[config.mk]
export PLATFORM = sky130hd
export DESIGN_NAME = linear_motion_interpolator
export DESIGN_NICKNAME = d
export VERILOG_FILES = /design/src/lmi_pkg.sv /design/src/lmi_ctrl.sv /design/src/lmi_datapath.sv /design/src/linear_motion_interpolator.sv
export SDC_FILE = /design/constraint.sdc
export NUM_CORES = 2
export LEC_CHECK = 0
export BUFFER_PORTS_ARGS = -buffer_cell sky130_fd_sc_hd__buf_2
export CAP_MARGIN = 20
export CELL_PAD_IN_SITES_DETAIL_PLACEMENT = 0
export CELL_PAD_IN_SITES_GLOBAL_PLACEMENT = 2
export CORE_MARGIN = 2
export CORE_UTILIZATION = 38
export DETAILED_ROUTE_END_ITERATION = 10
export GPL_TIMING_DRIVEN = 0
export PLACE_DENSITY_LB_ADDON = 0.1
export SETUP_SLACK_MARGIN = 0.2
export SYNTH_ARGS = -nofsm -noshare
export SYNTH_HDL_FRONTEND = slang
export SYNTH_HIERARCHICAL = 1
export SYNTH_SLANG_ARGS = --single-unit
[constraint.sdc]
create_clock -name clock -period 8.92 [get_ports clock]
set_input_delay 0.446 -clock clock [delete_from_list [all_inputs] [get_ports clock]]
set_output_delay 0.446 -clock clock [all_outputs]
set_load 0.01 [all_outputs]
[src/lmi_pkg.sv]
`default_nettype none
// ----------------------------------------------------------------------------
// lmi_pkg: shared types and constants of the linear motion interpolator
// Holds the channel payload structs, register indexes and controller states.
// ----------------------------------------------------------------------------
package lmi_pkg;

   localparam int PosW  = 24;
   localparam int CfgW  = 24;
   localparam int RegW  = 16;
   localparam int CsrIdxW = 3;

   localparam logic [1:0] ModeTick     = 2'd0;
   localparam logic [1:0] ModeTarget   = 2'd1;
   localparam logic [1:0] ModeHome     = 2'd2;
   localparam logic [1:0] ModeReserved = 2'd3;

   localparam logic [CsrIdxW-1:0] RegStepLength   = 3'd0;
   localparam logic [CsrIdxW-1:0] RegReachRadius  = 3'd1;
   localparam logic [CsrIdxW-1:0] RegStepInterval = 3'd2;
   localparam logic [CsrIdxW-1:0] RegOffsetX      = 3'd3;
   localparam logic [CsrIdxW-1:0] RegOffsetY      = 3'd4;
   localparam logic [CsrIdxW-1:0] RegOffsetZ      = 3'd5;
   localparam logic [CsrIdxW-1:0] RegHomeZ        = 3'd6;

   typedef struct packed {
      logic [1:0]             mode;
      logic signed [PosW-1:0] target_x;
      logic signed [PosW-1:0] target_y;
      logic signed [PosW-1:0] target_z;
   } req_type;

   typedef struct packed {
      logic signed [PosW-1:0] pos_x;
      logic signed [PosW-1:0] pos_y;
      logic signed [PosW-1:0] pos_z;
      logic                   moving;
      logic                   arrived;
      logic                   stepped;
   } rsp_type;

   typedef enum logic [3:0] {
      ST_IDLE, ST_DIFF, ST_SQUARE, ST_SQRT, ST_CHECK,
      ST_MULT, ST_DIV, ST_APPLY, ST_OUT
   } state_type;

   // controller -> datapath
   typedef struct packed {
      logic load;      // capture request, do mode 1/2 work, tick count
      logic diff;      // form saturated differences
      logic square;    // square one axis per cycle
      logic sqrt_start;
      logic sqrt_step;
      logic check;     // compare distance to reach
      logic mult;      // multiply one axis by step length
      logic div_start;
      logic div_step;
      logic apply;     // add one axis step
      logic out_load;
   } cmd_type;

   // datapath -> controller
   typedef struct packed {
      logic step_due;
      logic axis_last;
      logic sqrt_done;
      logic in_reach;
      logic div_done;
   } sts_type;

endpackage
`default_nettype wire

[src/lmi_ctrl.sv]
`default_nettype none
// ----------------------------------------------------------------------------
// lmi_ctrl: sequencing controller
// Walks one transaction through difference, square root, divide and update.
// ----------------------------------------------------------------------------
module lmi_ctrl (
   input  wire                 clock,
   input  wire                 reset,
   input  wire                 req_valid,
   output logic                req_stall,
   output logic                rsp_valid,
   input  wire                 rsp_stall,
   input  wire lmi_pkg::sts_type sts,
   output lmi_pkg::cmd_type    cmd
);
   import lmi_pkg::*;

   state_type state_ff, state_in;
   logic      rsp_valid_ff, rsp_valid_in;

   always_ff @(posedge clock) begin
      if (reset) begin
         state_ff     <= ST_IDLE;
         rsp_valid_ff <= 1'b0;
      end else begin
         state_ff     <= state_in;
         rsp_valid_ff <= rsp_valid_in;
      end
   end

   assign rsp_valid = rsp_valid_ff;
   // output register is free once taken; a waiting result blocks the next load only
   wire out_free = !rsp_valid_ff || !rsp_stall;

   always_comb begin
      state_in     = state_ff;
      cmd          = '0;
      rsp_valid_in = rsp_valid_ff && rsp_stall;
      req_stall    = 1'b1;
      unique case (state_ff)
         ST_IDLE: begin
            req_stall = 1'b0;
            if (req_valid) begin
               cmd.load = 1'b1;
               state_in = ST_OUT;
            end
         end
         ST_OUT: begin
            if (sts.step_due) begin
               cmd.diff = 1'b1;
               state_in = ST_SQUARE;
            end else if (out_free) begin
               cmd.out_load = 1'b1;
               rsp_valid_in = 1'b1;
               state_in = ST_IDLE;
            end
         end
         ST_SQUARE: begin
            cmd.square = 1'b1;
            if (sts.axis_last) state_in = ST_SQRT;
         end
         ST_SQRT: begin
            cmd.sqrt_start = 1'b1;
            state_in = ST_DIFF;
         end
         ST_DIFF: begin
            cmd.sqrt_step = 1'b1;
            if (sts.sqrt_done) state_in = ST_CHECK;
         end
         ST_CHECK: begin
            cmd.check = 1'b1;
            state_in = sts.in_reach ? ST_OUT : ST_MULT;
         end
         ST_MULT: begin
            cmd.mult = 1'b1;
            state_in = ST_DIV;
         end
         ST_DIV: begin
            cmd.div_start = 1'b1;
            state_in = ST_APPLY;
         end
         ST_APPLY: begin
            cmd.div_step = 1'b1;
            if (sts.div_done) begin
               cmd.apply = 1'b1;
               state_in = sts.axis_last ? ST_OUT : ST_MULT;
            end
         end
         default: state_in = ST_IDLE;
      endcase
   end

endmodule
`default_nettype wire

[src/lmi_datapath.sv]
`default_nettype none
// ----------------------------------------------------------------------------
// lmi_datapath: position state, registers and arithmetic units
// Holds the position, goal and register file; runs a bit-pair square root
// and a restoring divider, one axis at a time.
// ----------------------------------------------------------------------------
module lmi_datapath (
   input  wire                 clock,
   input  wire                 reset,
   input  wire                 csr_we,
   input  wire [lmi_pkg::CsrIdxW-1:0] csr_index,
   input  wire [lmi_pkg::CfgW-1:0]    csr_wdata,
   input  wire [1:0]           in_mode,
   input  wire [lmi_pkg::PosW-1:0] in_tx,
   input  wire [lmi_pkg::PosW-1:0] in_ty,
   input  wire [lmi_pkg::PosW-1:0] in_tz,
   input  wire lmi_pkg::cmd_type cmd,
   output lmi_pkg::sts_type    sts,
   output logic [lmi_pkg::PosW-1:0] o_x,
   output logic [lmi_pkg::PosW-1:0] o_y,
   output logic [lmi_pkg::PosW-1:0] o_z,
   output logic                o_moving,
   output logic                o_arrived,
   output logic                o_stepped
);
   import lmi_pkg::*;

   localparam int PW   = PosW;
   localparam int SQW  = 2*PW + 2;           // sum of three squares
   localparam int RTW  = PW + 1;             // root width
   localparam int NUMW = PW + RegW;          // |d| * step_length
   localparam int SQIT = SQW / 2;
   localparam int CW   = $clog2(NUMW + 1);
   localparam int SCW  = $clog2(SQIT + 1);
   localparam logic signed [PW:0] PMax = {2'b00, {(PW-1){1'b1}}};
   localparam logic signed [PW:0] PMin = {2'b11, {(PW-1){1'b0}}};
   localparam logic signed [PW-1:0] HomeZReset = PW'(38400);
   localparam logic signed [PW-1:0] OffZReset  = -PW'(2048);

   logic [RegW-1:0] step_len_ff, reach_ff, interval_ff;
   logic signed [PW-1:0] offx_ff, offy_ff, offz_ff, homez_ff;
   logic signed [PW-1:0] cur_ff [3];
   logic signed [PW-1:0] goal_ff [3];
   logic signed [PW-1:0] d_ff [3];
   logic move_ff, home_done_ff, arrived_ff, stepped_ff, due_ff;
   logic [RegW-1:0] tick_ff;
   logic [1:0] axis_ff;
   logic [SQW-1:0] sum_ff, rem_ff;
   logic [RTW-1:0] root_ff;
   logic [SCW-1:0] sqc_ff;
   logic [NUMW-1:0] num_ff;
   logic [NUMW-1:0] quo_ff;
   logic [NUMW:0]   drem_ff;
   logic [CW-1:0]   dc_ff;

   // register file
   always_ff @(posedge clock) begin
      if (reset) begin
         step_len_ff <= RegW'(102);
         reach_ff    <= RegW'(256);
         interval_ff <= RegW'(5);
         offx_ff     <= '0;
         offy_ff     <= '0;
         offz_ff     <= OffZReset;
         homez_ff    <= HomeZReset;
      end else if (csr_we) begin
         unique case (csr_index)
            RegStepLength:   step_len_ff <= csr_wdata[RegW-1:0];
            RegReachRadius:  reach_ff    <= csr_wdata[RegW-1:0];
            RegStepInterval: interval_ff <= csr_wdata[RegW-1:0];
            RegOffsetX:      offx_ff     <= csr_wdata;
            RegOffsetY:      offy_ff     <= csr_wdata;
            RegOffsetZ:      offz_ff     <= csr_wdata;
            RegHomeZ:        homez_ff    <= csr_wdata;
            default: ;
         endcase
      end
   end

   function automatic logic signed [PW-1:0] sat_f(input logic signed [PW+1:0] v);
      if (v > (PW+2)'(PMax)) return PMax[PW-1:0];
      if (v < (PW+2)'(PMin)) return PMin[PW-1:0];
      return v[PW-1:0];
   endfunction

   // selected axis
   logic signed [PW-1:0] d_sel, cur_sel;
   always_comb begin
      d_sel   = d_ff[axis_ff];
      cur_sel = cur_ff[axis_ff];
   end
   wire [PW-1:0] d_mag = d_sel[PW-1] ? PW'(-d_sel) : PW'(d_sel);

   // square root: one bit pair per cycle
   wire [SQW-1:0] sq_trial = {rem_ff[SQW-3:0], sum_ff[SQW-1 -: 2]};
   wire [SQW-1:0] sq_cmp   = SQW'({root_ff, 2'b01});
   // divide: one quotient bit per cycle
   wire [NUMW:0] dv_shift = {drem_ff[NUMW-1:0], num_ff[NUMW-1]};
   wire [NUMW:0] dv_den   = (NUMW+1)'(root_ff);
   wire signed [PW+1:0] new_pos = (PW+2)'(cur_sel) +
      (d_sel[PW-1] ? -(PW+2)'(quo_ff) : (PW+2)'(quo_ff));

   wire [RegW-1:0] tick_inc = (tick_ff == {RegW{1'b1}}) ? tick_ff : tick_ff + 1'b1;

   assign sts.step_due  = due_ff;
   assign sts.axis_last = (axis_ff == 2'd2);
   assign sts.sqrt_done = (sqc_ff == '0);
   assign sts.in_reach  = (root_ff <= RTW'(reach_ff));
   assign sts.div_done  = (dc_ff == '0);

   always_ff @(posedge clock) begin
      if (reset) begin
         cur_ff[0] <= '0; cur_ff[1] <= '0; cur_ff[2] <= HomeZReset;
         goal_ff[0] <= '0; goal_ff[1] <= '0; goal_ff[2] <= '0;
         move_ff <= 1'b0; home_done_ff <= 1'b0; tick_ff <= '0;
         due_ff <= 1'b0; arrived_ff <= 1'b0; stepped_ff <= 1'b0;
         axis_ff <= '0; sqc_ff <= '0; dc_ff <= '0;
      end else begin
         if (cmd.load) begin
            arrived_ff <= 1'b0; stepped_ff <= 1'b0; due_ff <= 1'b0;
            case (in_mode)
               ModeTarget: begin
                  goal_ff[0] <= in_tx; goal_ff[1] <= in_ty; goal_ff[2] <= in_tz;
                  move_ff <= 1'b1; tick_ff <= '0;
               end
               ModeHome: if (!home_done_ff) begin
                  home_done_ff <= 1'b1;
                  cur_ff[0] <= '0; cur_ff[1] <= '0; cur_ff[2] <= homez_ff;
               end
               ModeTick: if (move_ff) begin
                  tick_ff <= tick_inc;
                  due_ff  <= (tick_inc >= interval_ff);
               end
               default: ;
            endcase
         end
         if (cmd.diff) begin
            due_ff <= 1'b0; tick_ff <= '0;
            d_ff[0] <= sat_f((PW+2)'(goal_ff[0]) - (PW+2)'(cur_ff[0]) + (PW+2)'(offx_ff));
            d_ff[1] <= sat_f((PW+2)'(goal_ff[1]) - (PW+2)'(cur_ff[1]) + (PW+2)'(offy_ff));
            d_ff[2] <= sat_f((PW+2)'(goal_ff[2]) - (PW+2)'(cur_ff[2]) + (PW+2)'(offz_ff));
            axis_ff <= '0;
            sum_ff  <= '0;
         end
         if (cmd.square) begin
            sum_ff  <= sum_ff + SQW'(d_mag * d_mag);
            axis_ff <= (axis_ff == 2'd2) ? 2'd0 : axis_ff + 2'd1;
         end
         if (cmd.sqrt_start) begin
            rem_ff  <= '0; root_ff <= '0; sqc_ff <= SCW'(SQIT);
         end
         if (cmd.sqrt_step && sqc_ff != '0) begin
            sum_ff <= sum_ff << 2;
            sqc_ff <= sqc_ff - 1'b1;
            if (sq_trial >= sq_cmp) begin
               rem_ff  <= sq_trial - sq_cmp;
               root_ff <= {root_ff[RTW-2:0], 1'b1};
            end else begin
               rem_ff  <= sq_trial;
               root_ff <= {root_ff[RTW-2:0], 1'b0};
            end
         end
         if (cmd.check) begin
            axis_ff <= '0;
            if (sts.in_reach) begin
               move_ff <= 1'b0; arrived_ff <= 1'b1;
            end else stepped_ff <= 1'b1;
         end
         if (cmd.mult) num_ff <= NUMW'(d_mag * step_len_ff);
         if (cmd.div_start) begin
            drem_ff <= '0; quo_ff <= '0; dc_ff <= CW'(NUMW);
         end
         if (cmd.div_step && dc_ff != '0) begin
            num_ff <= num_ff << 1;
            dc_ff  <= dc_ff - 1'b1;
            if (dv_shift >= dv_den) begin
               drem_ff <= dv_shift - dv_den;
               quo_ff  <= {quo_ff[NUMW-2:0], 1'b1};
            end else begin
               drem_ff <= dv_shift;
               quo_ff  <= {quo_ff[NUMW-2:0], 1'b0};
            end
         end
         if (cmd.apply) begin
            cur_ff[axis_ff] <= sat_f(new_pos);
            axis_ff <= (axis_ff == 2'd2) ? 2'd0 : axis_ff + 2'd1;
         end
      end
   end

   always_ff @(posedge clock) begin
      if (cmd.out_load) begin
         o_x <= cur_ff[0]; o_y <= cur_ff[1]; o_z <= cur_ff[2];
         o_moving <= move_ff; o_arrived <= arrived_ff; o_stepped <= stepped_ff;
      end
   end

endmodule
`default_nettype wire

[src/linear_motion_interpolator.sv]
`default_nettype none
// ----------------------------------------------------------------------------
// linear_motion_interpolator: three-axis straight-line step generator
// Controller plus datapath around square root and divide units.
// ----------------------------------------------------------------------------
// One transaction at a time. Set-target, home, reserved-mode and non-stepping
// ticks go from acceptance to the output state, which loads the result
// register once that register is free. A tick that steps first forms the
// differences, squares each axis into a sum and runs a bit-pair square root
// over it; if the target is then in reach, it goes to the output state. A tick
// that moves adds, for each axis, a multiply, a bit-serial divide and an update.
// The result sits in an output register; the next transaction is taken once
// it is loaded, and a stalled result holds only the following one.
module linear_motion_interpolator (
   input  wire                 clock,
   input  wire                 reset,
   input  wire                 req_valid,
   output logic                req_stall,
   input  wire lmi_pkg::req_type req_data,
   output logic                rsp_valid,
   input  wire                 rsp_stall,
   output lmi_pkg::rsp_type    rsp_data,
   input  wire                 csr_we,
   input  wire [lmi_pkg::CsrIdxW-1:0] csr_index,
   input  wire [lmi_pkg::CfgW-1:0]    csr_wdata
);
   import lmi_pkg::*;

   cmd_type cmd;
   sts_type sts;

   lmi_ctrl u_ctrl (
      .clock(clock), .reset(reset), .req_valid(req_valid), .req_stall(req_stall),
      .rsp_valid(rsp_valid), .rsp_stall(rsp_stall), .sts(sts), .cmd(cmd)
   );

   lmi_datapath u_dp (
      .clock(clock), .reset(reset), .csr_we(csr_we), .csr_index(csr_index),
      .csr_wdata(csr_wdata), .in_mode(req_data.mode),
      .in_tx(req_data.target_x), .in_ty(req_data.target_y),
      .in_tz(req_data.target_z), .cmd(cmd), .sts(sts),
      .o_x(rsp_data.pos_x), .o_y(rsp_data.pos_y), .o_z(rsp_data.pos_z),
      .o_moving(rsp_data.moving), .o_arrived(rsp_data.arrived),
      .o_stepped(rsp_data.stepped)
   );

endmodule
`default_nettype wire
Yosys cells after proc, flatten, opt, wreduce, memory -nomap -nowiden
Memories as Yosys holds them, arrays and structs flattened. A register that Yosys moved wholly into a read port is not among the register bits.
Cells that the tools add are included.
{ "totals": {"reg_bits": 487, "mem_bits_rw": 216, "inputBits": 106, "output_inout_bits": 77, "word_cells": 284, "mem_count": 3} }
{ "classes": {"n_addsub": 16, "multipliers": 2, "order_cmp": 12, "n_eq_ne": 24, "n_mux": 153, "n_bitwise": 7, "reduce_logical": 35} }
{ "mem_list": {"columns": ["memory", "words", "width", "rd", "rd_ports_with_merged_regs", "wr", "line_no", "rtl"], "rows": [
  ["u_dp.cur_ff", 3, 24, 4, 1, 3, "lmi_datapath.sv:42", "logic signed [PW-1:0] cur_ff [3];"],
  ["u_dp.d_ff", 3, 24, 1, 1, 3, "lmi_datapath.sv:44", "logic signed [PW-1:0] d_ff [3];"],
  ["u_dp.goal_ff", 3, 24, 3, 0, 3, "lmi_datapath.sv:43", "logic signed [PW-1:0] goal_ff [3];"]
]} }
{ "ops": {"columns": ["op", "count"], "rows": [
  ["$mux 24", 32],
  ["$mux 40", 5],
  ["$mux 50", 3],
  ["$mux 48", 3],
  ["$gt 26x24->1 const B", 4],
  ["$lt 26x24->1 const B", 4],
  ["$add 25x24->26", 3],
  ["$mux 1", 78],
  ["$mux 26", 3],
  ["$sub 24x24->25", 3],
  ["$add 50x48->50", 1],
  ["$ge 50x27->1", 1],
  ["$mux 25", 2],
  ["$mul 24x24->48", 1],
  ["$sub 48x27->48", 1],
  ["$ge 41x25->1", 1],
  ["$mul 24x16->40", 1],
  ["$sub 40x25->40", 1],
  ["$pmux 4 s9", 1],
  ["$mux 16", 2],
  ["$mux 4", 8],
  ["$pmux 16 s2", 1],
  ["$add 26x26->26", 1],
  ["$neg 26->26", 1],
  ["other kinds (43)", 88]
]} }

Depth between registers and ports, before layout
{ "logic_depth": {"depth_word": 15, "depth_mapped": 41} }

Hierarchy
Netlist, hierarchy kept.
{ "by_module_without_submodules": {"columns": ["module", "instances", "cells_per_inst", "area_each_um2", "seq_area_each_um2"], "rows": [
  ["lmi_datapath", 1, 7467, 69992.1, 19939.1],
  ["lmi_ctrl", 1, 58, 420.4, 100.1]
]} }

Worst setup path before layout
OpenSTA, ideal clock, no wires.
{ "synth_path": {"path_type": "reg2reg", "start": "reg (tool-made name)", "end": "reg u_dp.sum_ff[49] (data pin)", "setup_time_ns": 0.267, "t_arrival_ns": 9.292, "setup_slack_ns": -0.639, "stages_incl_launch_ff": 41, "path_buffers": 5, "period_less_slack_ns": 9.559, "cell_sequence": "dfxtp_1 > buf_4 > mux2i_1 > o21a_1 > clkbuf_1 > clkbuf_1 > ha_1 > nand3_1 > or2_2 > nor2_2 > a21oi_1 > xor2_1 > inv_1 > clkbuf_1 > nand2_1 > inv_1 > fa_1 > inv_1 > [5 not listed] > inv_1 > fa_1 > fa_1 > inv_1 > fa_1 > inv_1 > ha_1 > clkbuf_1 > a21o_1 > a21o_1 > a221oi_1 > o22ai_1 > o31ai_1 > nor4_1 > or4_1 > a21oi_1 > xnor2_1 > o21ai_0"} }
{ "synth_rtl": {"columns": ["item", "line_no", "rtl"], "rows": [
  ["end signal: assignment", "lmi_datapath.sv:146", "sum_ff <= sum_ff + SQW'(d_mag * d_mag);"],
  ["end signal: assignment", "lmi_datapath.sv:153", "sum_ff <= sum_ff << 2;"],
  ["end: declaration", "lmi_datapath.sv:48", "logic [SQW-1:0] sum_ff, rem_ff;"]
]} }

==> results.json <==
{
  "fin_area_mm2": 0.0843,
  "grt_max_degree": 60,
  "status": "finished with violations",
  "cts_root_buf": "clkbuf_16",
  "htreeDepth": 3,
  "fillers": 17870,
  "power.density_mw_per_mm2": 135,
  "cp.required_ps": 9340,
  "holdWs_ps": 59.3,
  "num_rows": 157,
  "antenna_found_initial": 13,
  "pwr-share-clk_pct": 34.4,
  "drive_above_1_share_pct": 14.1,
  "final-max-slew-violation-count": 0,
  "clockBufferDepth": 3,
  "hold_depth": 2,
  "ys_ff_latch": 729,
  "drt-initial-drc-count": 3565,
  "report.final.setup_viol": 12,
  "die_w_um": 434,
  "intPower_mw": 7.56,
  "min_to": "u_dp/goal_ff[0][35]",
  "fin_crit_sh_pct": 105,
  "io_buffers": 182,
  "synthAdderAreaFrac_pct": 32.7,
  "synthSimpleGateAreaFrac_pct": 13.8,
  "clk_pin_slew_worst_paths_ps": 60,
  "crit_arrival_ps": 9790,
  "postLayoutCoreUtil_pct": 45.9,
  "crit_path_top_delay_cell": "fa_1",
  "finalPower_mw": 11.3,
  "dp_cells": 10218,
  "syn_to_final_growth_pct": 19.7,
  "synth_compound_area_share_pct": 10.8,
  "synth_cells": 7525,
  "worst_pin_slew_ps": 1180,
  "grt_pass1_vias": 56727,
  "place_ws_ps": -3730,
  "routedWlPerCell_um": 23.4,
  "crit_top_cell": "fa_1",
  "overflow": 0,
  "max_cap_viol_count": 0,
  "cts_buffers": 90,
  "clk_latency_ps": 750,
  "detailed_place_hpwl_um": 199000,
  "nets": 9571,
  "synth_top_family_by_area": "adder cells",
  "hold_class": "in2reg",
  "ant_nets": 0,
  "synth_xor_area_share_pct": 3.61,
  "fin_skew_ps": 66.5,
  "yosysMostFrequentCell": "inv_1",
  "ff2ff_setup_slack_ps": -450,
  "synth_mux_area_share_pct": 1.28,
  "cts_tree": "done",
  "grt_use_total_pct": 26.6,
  "drt-total-wl_um": 250000,
  "grt_pass1_wl_um": 369000,
  "rsz0062_at_grt": "yes",
  "ys_types": 95,
  "synth_top_cell_by_area": "fa_1",
  "rr_worst_depth": 40,
  "stdcell_count": 10682,
  "die-area_mm2": 0.189,
  "fp.dieH_um": 434,
  "ys_warn_count": 6,
  "io_pins": 183,
  "synth_edf_count": 544,
  "setup_tns_ps": -1730,
  "cp-start-kind": "flip-flop",
  "sw_frac_of_total_pct": 33.4,
  "p_leak_nw": 37.9,
  "fmax_ghz": 0.107,
  "synth.avg_cell_area_um2": 9.36,
  "r2r_end": "u_dp/sum_ff[49]",
  "synth_area_leaders": "fa_1, edfxtp_1, ha_1",
  "drt_first_pass_iters": 5,
  "setup_slack_ps": -449,
  "synth.top_cell.area_share_pct": 24.2,
  "p_sw_mw": 3.79,
  "hold_path_startpoint": "req_data[35]",
  "cpPeakStageDelay_ps": 540,
  "timing.final.crit_period_ps": 9370,
  "peakVddDrop_mv": 0.161,
  "ys_seq_area_share_pct": 28.5,
  "finalHoldViolations": 0,
  "slew-limit-headroom_pct": 21.0,
  "async_flop_share_pct": 0,
  "synth-main-ff-cell": "edfxtp_1",
  "syn_area_mm2": 0.0704,
  "gp_congestion": 0.878,
  "placed_cell_area_mm2": 0.0753,
  "pwr-share-seq_pct": 34.0,
  "drc": 0,
  "design.core.area_mm2": 0.184,
  "violations": "negative setup slack",
  "yosys-top-cells-count": "inv_1, nand2_1, fa_1",
  "crit_path_end_kind": "flip-flop",
  "initial_core_util_pct": 38.3,
  "vias_per_cell": 5.14,
  "worstPathMaxFanout": 10,
  "cts.sinks": 729,
  "power_frac_comb_pct": 31.5,
  "critPathKind": "reg2reg",
  "vias": 54935
}
timing repair:
| item | CTS | global route |
|---|---|---|
| endpoints found under the setup margin | 77 | 53 |
| buffers inserted | 177 | 53 |
| pin swaps | 136 | 88 |
| resized for setup | 651 | 195 |
| endpoints found under the hold margin | 65 | 0 |
| hold buffers | 61 | 0 |
| cloned | 1 | 0 |
placed cells by master, fill, tap and decap left out, types with 145 or more instances in the layout:
cell | synthesis | routed
inv_1 | 1415 | 1372
ha_1 | 478 | 450
buf_2 | 16 | 195
fa_1 | 851 | 824
and2_1 | 236 | 229
nor2_1 | 459 | 421
clkbuf_1 | 256 | 174
a21oi_1 | 504 | 444
xnor2_1 | 165 | 145
o21ai_0 | 213 | 173
nand2_1 | 1005 | 966
buf_4 | 9 | 194
edfxtp_1 | 544 | 544
dfxtp_1 | 185 | 184
a21o_1 | 171 | 169
per-layer routing:
metal | track usage [%] | part of all wire (%) | vias up
met5 | 0 | 0.032 | -
met4 | 8.79 | 3.8 | 12
met3 | 2.44 | 4.2 | 343
met2 | 46.3 | 49 | 1274
met1 | 34.9 | 43 | 27824
li1 | - | - | 25482
registers in the layout, summed over array words and instances (netlist names), 24 cells and up, named ones only:
name	flops
u_dp/cur_ff	96
u_dp/d_ff	72
u_dp/drem_ff	40
u_dp/goal_ff	72
u_dp/homez_ff	24
u_dp/num_ff	40
u_dp/o_x	24
u_dp/o_y	24
u_dp/o_z	24
u_dp/offx_ff	24
u_dp/offy_ff	24
u_dp/offz_ff	24
u_dp/quo_ff	26
u_dp/rem_ff	48
u_dp/root_ff	25
u_dp/sum_ff	50
logic make-up after synthesis:
family,count (synthesis)
XOR/XNOR,290
other,2
AND/OR/NAND/NOR,2153
AO/OA/AOI/OAI,1234
buffers and inverters,1729
adder cells (fa/ha/maj),1329
flip-flops,729
multiplexers,59
critical path: cells and delay by family, from the launching register on:
kind | cells | cell delay [ps]
fa+ha+maj | 9 | 3980
compound gates | 9 | 1720
buf+inv | 12 | 1280
simple gates | 7 | 1110
flops | 1 | 410
xor+xnor | 2 | 340
mux | 1 | 200
layout make-up:
class                      count  area (um^2)  share of cell area, %
sequential                   729        20000                   23.8
tap                         2464         3080                   3.66
inverter                    1421         5390                   6.40
timing repair buffer         506         4140                   4.91
buffer                       305         2330                   2.77
clock inverter                55          657                  0.779
clock buffer                 113         2480                   2.95
multi-input combinational   5083        46200                   54.8
antenna                        6         15.0                 0.0178
power groups by stage:
| stage | clock (mW) | sequential (mW) | combinational, mW |
|---|---|---|---|
| 3_3_place_gp | 0 | 3.94 | 2.97 |
| 5_1_grt | 4.12 | 3.86 | 3.96 |
| 6_report | 3.90 | 3.86 | 3.58 |
| 3_5_place_dp | 0 | 3.93 | 2.99 |
| 2_1_floorplan | 0 | 3.90 | 2.09 |
| 4_1_cts | 4.00 | 3.86 | 3.44 |
worst max-delay path by stage:
stage                     slack, ps       from         endpoint
after global routing           -700  flip-flop  u_dp/sum_ff[49]
after floorplan                 210  flip-flop  u_dp/sum_ff[49]
after global placement        -3960  flip-flop  u_dp/sum_ff[49]
final                          -450  flip-flop  u_dp/sum_ff[49]
after detailed placement      -3730  flip-flop  u_dp/sum_ff[49]
after CTS                      -530  flip-flop  u_dp/sum_ff[49]
No activity file was read; power rests on OpenSTA's default activity.
